## config.mk

```make
export PLATFORM = sky130hd
export DESIGN_NAME = csr_mac
export DESIGN_NICKNAME = d
export VERILOG_FILES = /design/src/rtl/core/csr_pkg.sv /design/src/rtl/core/csr_mac.sv
export SDC_FILE = /design/constraint.sdc
export NUM_CORES = 2
export LEC_CHECK = 0
export ABC_AREA = 1
export BUFFER_PORTS_ARGS = -buffer_cell sky130_fd_sc_hd__buf_2
export CAP_MARGIN = 20
export CELL_PAD_IN_SITES_DETAIL_PLACEMENT = 0
export CELL_PAD_IN_SITES_GLOBAL_PLACEMENT = 1
export CORE_MARGIN = 1.5
export CORE_UTILIZATION = 45
export CTS_BUF_LIST = sky130_fd_sc_hd__clkbuf_8 sky130_fd_sc_hd__clkbuf_16
export CTS_CLUSTER_SIZE = 28
export DETAILED_ROUTE_END_ITERATION = 16
export PLACE_DENSITY = 0.79
export SLEW_MARGIN = 10
export SYNTH_ARGS = -nofsm -noshare
export SYNTH_HDL_FRONTEND = slang
export SYNTH_SLANG_ARGS = --single-unit
```

## constraint.sdc

```tcl
create_clock -name clk -period 2.1 [get_ports clk]
set_input_delay 0.105 -clock clk [delete_from_list [all_inputs] [get_ports clk]]
set_output_delay 0.105 -clock clk [all_outputs]
set_load 0.05 [all_outputs]
```

## src/rtl/core/csr_pkg.sv

```systemverilog
// ----------------------------------------------------------------------------
// CSR SpMV package
// Sizes, opcodes and status codes of the sparse matrix store.
// ----------------------------------------------------------------------------
package csr_pkg;
	localparam int MAX_ROWS    = 256;
	localparam int MAX_COLS    = 256;
	localparam int MAX_ENTRIES = 4096;
	localparam int ROW_W = $clog2(MAX_ROWS);
	localparam int COL_W = $clog2(MAX_COLS);
	localparam int ENT_W = $clog2(MAX_ENTRIES);
	localparam int CNT_W = ENT_W + 1;

	typedef enum logic [1:0] {
		OP_SET = 2'd0, OP_GET = 2'd1, OP_LOAD = 2'd2, OP_PROD = 2'd3
	} op_t;

	typedef enum logic [1:0] {
		ST_OK = 2'd0, ST_RANGE = 2'd1, ST_FULL = 2'd2
	} status_t;

	typedef struct packed {
		logic clr;
		logic acc;
	} mac_ctl_t;
endpackage

```

## src/rtl/core/csr_mac.sv

```systemverilog
// ----------------------------------------------------------------------------
// CSR multiply-accumulate unit
// Shared 32x32 multiplier with a registered product and a wide exact sum.
// ----------------------------------------------------------------------------
module csr_mac import csr_pkg::*; (
	input  logic               clk,
	input  logic               arst_n,
	input  mac_ctl_t           ctl,
	input  logic signed [31:0] a,
	input  logic signed [31:0] b,
	output logic signed [31:0] sat
);
	logic signed [63:0] prod_s1;
	logic               vld_s1;
	logic signed [76:0] acc_q;
	logic signed [60:0] shf;

	always_ff @(posedge clk or negedge arst_n) begin
		if (!arst_n) begin
			vld_s1 <= 1'b0;
			acc_q  <= '0;
		end else begin
			vld_s1 <= ctl.acc;
			if (ctl.clr) acc_q <= '0;
			else if (vld_s1) acc_q <= acc_q + 77'(prod_s1);
		end
	end

	always_ff @(posedge clk) prod_s1 <= a * b;

	assign shf = acc_q[76:16];
	always_comb begin
		if (shf > 61'sd2147483647) sat = 32'sh7fffffff;
		else if (shf < -61'sd2147483648) sat = 32'sh80000000;
		else sat = shf[31:0];
	end
endmodule

```

==> flow_summary.ini <==
[status]
status = finished, violations left
violations = setup timing

[logic_synthesis]
synth_flop_cell = sky130_fd_sc_hd__dfrtp_1
number_of_register_bits_inferred_by_synthesis = 142
synth_top_area_share_pct = 43.1
yosys_warnings = 0
netlist_instances = 6878
synth_cell_area_um2 = 50300
synth.most_common_cell = sky130_fd_sc_hd__nand2_1
synth_top_area_cell = sky130_fd_sc_hd__fa_1
synth_common_cells = sky130_fd_sc_hd__nand2_1 (2034), sky130_fd_sc_hd__inv_1 (2027), sky130_fd_sc_hd__fa_1 (1083), sky130_fd_sc_hd__nor2_1 (268), sky130_fd_sc_hd__ha_1 (260)
yosys-top-cells-area = sky130_fd_sc_hd__fa_1 (43%), sky130_fd_sc_hd__nand2_1 (15%), sky130_fd_sc_hd__inv_1 (15%), sky130_fd_sc_hd__ha_1 (6.5%), sky130_fd_sc_hd__dfrtp_1 (3.9%)
synth_seq_area_share_pct = 6.43
synth_edf_count = 0
synthArstFlopShare_pct = 54.9
syn_avg_cell_area_um2 = 7.31
synth.distinct_cells = 49
synthesis.nets = 8289

[cells_and_area]
layout_cell_share_with_drive_strength_beyond_1_pct = 32.6
finish.net_count = 9373
area_overhead_of_the_layout_relative_to_synthesis_pct = 40.6
finish.utilization_pct = 63.8
final_cell_count_no_fill = 9465

[flow_run]
max-cap-violations = 0

[route]
drt_first_pass_iters = 8
totalWireLength_mm = 184
drt_iter0_drc = 2940
met3_length_mm = 11.1
drt_drc_violations_left = 0
ant_nets = 0
wl_met2_mm = 88.1
viasPerCell = 4.90
top_signal_layer_used = met4
routedLengthMet1_mm = 78.4
detailroute.via_count = 46400
wl_per_cell_um = 19.4

[setup_path]
setup.worst_path.class = in2reg
timing.critical_path.to_type = flip-flop
critical-path-slowest-cell = sky130_fd_sc_hd__fa_1
crit_path_max_fanout = 6
path_common_cell = sky130_fd_sc_hd__fa_1
worstPathRequired_ns = 2.46
critical_path_arrival_ns = 6.42
critPathMaxStageDelay_ns = 0.61
path_delay_family = adder cells
start_kind = primary input
worstPathBufferInverterCount = 9

[clock_tree]
cts_num_sinks = 142
clock_transition_at_the_registers_of_the_reported_paths_ns = 0.07
cts_inserted_buffers = 17
cell_chosen_for_the_clock_root = sky130_fd_sc_hd__clkbuf_16
htree_num_levels = 4
worstSkewPairLatency_ns = 0.47
cts_tree = yes
cts.path.max_buffers = 2

[floorplan]
chipHeight_um = 337
io_pins = 100
initial_utilization_pct = 45.4
chipWidth_um = 337
floorplan.rows = 122
core_um2 = 111000
area_enclosed_by_the_die_boundary_um2 = 114000

[grt]
grt_start_max_net_pins = 34
globalRouteOverflowTotal = 0
antenna_found_initial = 2
grt_pass1_wl_mm = 283
number_of_global_route_vias_before_repair = 49500
global_route.usage.total_pct = 33.0

[timing]
setup_slack_ns = -3.96
max_slew.worst_pin.slew_ns = 0.652
rsz0062_at_grt = true
finalHoldViolCount = 0
timing.fmax_ghz = 0.165
timing.max_slew.rel_slack_pct = 56.5
drv_slew = 0
period_share_pct = 289
timing.final.crit_period_ns = 6.06
finClkSkew_ns = 0.0147
finalSetupViolCount = 139

[placed_design]
post-dp-hpwl_mm = 152
gpl.final_weighted_congestion = 0.993
placement.setup.worst_slack_ns = -4.95
place_inst = 9223
placement.io_buffers = 99

[min_path]
min_path_type = in2async
[area by class of cell]
class	instances	area [um^2]
Clock buffer	19	453
Timing Repair Buffer	1279	12600
Sequential cell	142	3260
Inverter	2069	7810
Tap cell	1488	1860
Multi-Input combinational cell	4453	44600
Antenna cell	2	5.00
Clock inverter	13	91.3
Fill cell	9825	40100
[flip-flops by register name (all words and copies together) (netlist names)]
name	flops
prod_s1	64
vld_s1	1
acc_q	77
[cell usage in the layout, fill, tap and decap left out, types with 16 or more instances in the layout]
| master | count |
|---|---|
| sky130_fd_sc_hd__ha_4 | 141 |
| sky130_fd_sc_hd__nand2_1 | 1769 |
| sky130_fd_sc_hd__buf_12 | 121 |
| sky130_fd_sc_hd__a21oi_4 | 45 |
| sky130_fd_sc_hd__nand2_2 | 215 |
| sky130_fd_sc_hd__nand2_4 | 95 |
| sky130_fd_sc_hd__clkbuf_16 | 25 |
| sky130_fd_sc_hd__ha_1 | 117 |
| sky130_fd_sc_hd__nor2_1 | 121 |
| sky130_fd_sc_hd__nor3_4 | 16 |
| sky130_fd_sc_hd__dfxtp_1 | 49 |
| sky130_fd_sc_hd__fa_1 | 985 |
| sky130_fd_sc_hd__xor2_1 | 38 |
| sky130_fd_sc_hd__nor2_2 | 90 |
| sky130_fd_sc_hd__inv_1 | 1867 |
| sky130_fd_sc_hd__o21ai_4 | 16 |
| sky130_fd_sc_hd__a21oi_2 | 79 |
| sky130_fd_sc_hd__nor3_2 | 18 |
| sky130_fd_sc_hd__dfrtp_1 | 76 |
| sky130_fd_sc_hd__buf_6 | 189 |
| sky130_fd_sc_hd__nand4_1 | 48 |
| sky130_fd_sc_hd__o21ai_2 | 28 |
| sky130_fd_sc_hd__a21oi_1 | 66 |
| sky130_fd_sc_hd__fa_2 | 98 |
| sky130_fd_sc_hd__buf_8 | 31 |
| sky130_fd_sc_hd__buf_4 | 889 |
| sky130_fd_sc_hd__nand3_1 | 82 |
| sky130_fd_sc_hd__nand3b_1 | 18 |
| sky130_fd_sc_hd__inv_2 | 180 |
| sky130_fd_sc_hd__nor2_4 | 106 |
| sky130_fd_sc_hd__o21ai_1 | 34 |
| sky130_fd_sc_hd__nand3_2 | 61 |
| sky130_fd_sc_hd__o21ai_0 | 40 |
[path summary, 6_finish.rpt]
check / start / to / slack, ns / cells after the start
max: b[21] / prod_s1[43] / -3.96 / 26
min: arst_n / acc_q[73] / 0.11 / 2
max reg2reg: acc_q[49] / acc_q[63] / -0.21 / 14
min reg2reg: acc_q[11] / acc_q[11] / 0.51 / 2
max in group asynchronous: arst_n / acc_q[35] / 1.32 / 3
min in group clk: b[0] / prod_s1[0] / 0.23 / 4
[per-layer routing]
metal / global-route usage [%] / up-vias
li1: - / 21700
met1: 44.2 / 23100
met2: 56.3 / 1353
met3: 3.91 / 288
met4: 9.33 / 0
met5: 0 / -
[per-stage QoR]
| stage | area (um^2) | TNS (ns) | hold slack, ns |
|---|---|---|---|
| after floorplan | 52700 | -199.21 | -0.191 |
| after global placement | 61600 | -268.38 | 0.0600 |
| after detailed placement | 61600 | -270.68 | 0.0628 |
| after CTS | 68700 | -219.16 | 0.0920 |
| after global routing | 70700 | -243.03 | 0.163 |
| final | 70700 | -224.59 | 0.111 |
[kinds of logic after synthesis]
group                    after synthesis  synth area share (%)
flip-flops                           142                  6.43
buffers and inverters               2283                  17.1
AO/OA/AOI/OAI                        361                  3.97
adder cells (fa/ha/maj)             1343                  49.6
XOR/XNOR                              60                  1.04
AND/OR/NAND/NOR                     2689                  21.9
[repair_timing]
| action | in CTS | in global routing |
|---|---|---|
| gates resized for setup | 1203 | 411 |
| pin swaps | 403 | 246 |
| setup buffers | 135 | 56 |
| hold buffers | 3 | 0 |
| setup endpoints to repair | 151 | 157 |
| gates cloned | 21 | 8 |
| hold endpoints to repair | 81 | 0 |
Power is not shown: default switching activity piles up to over one toggle a cycle in this logic, so the estimate is an artifact.
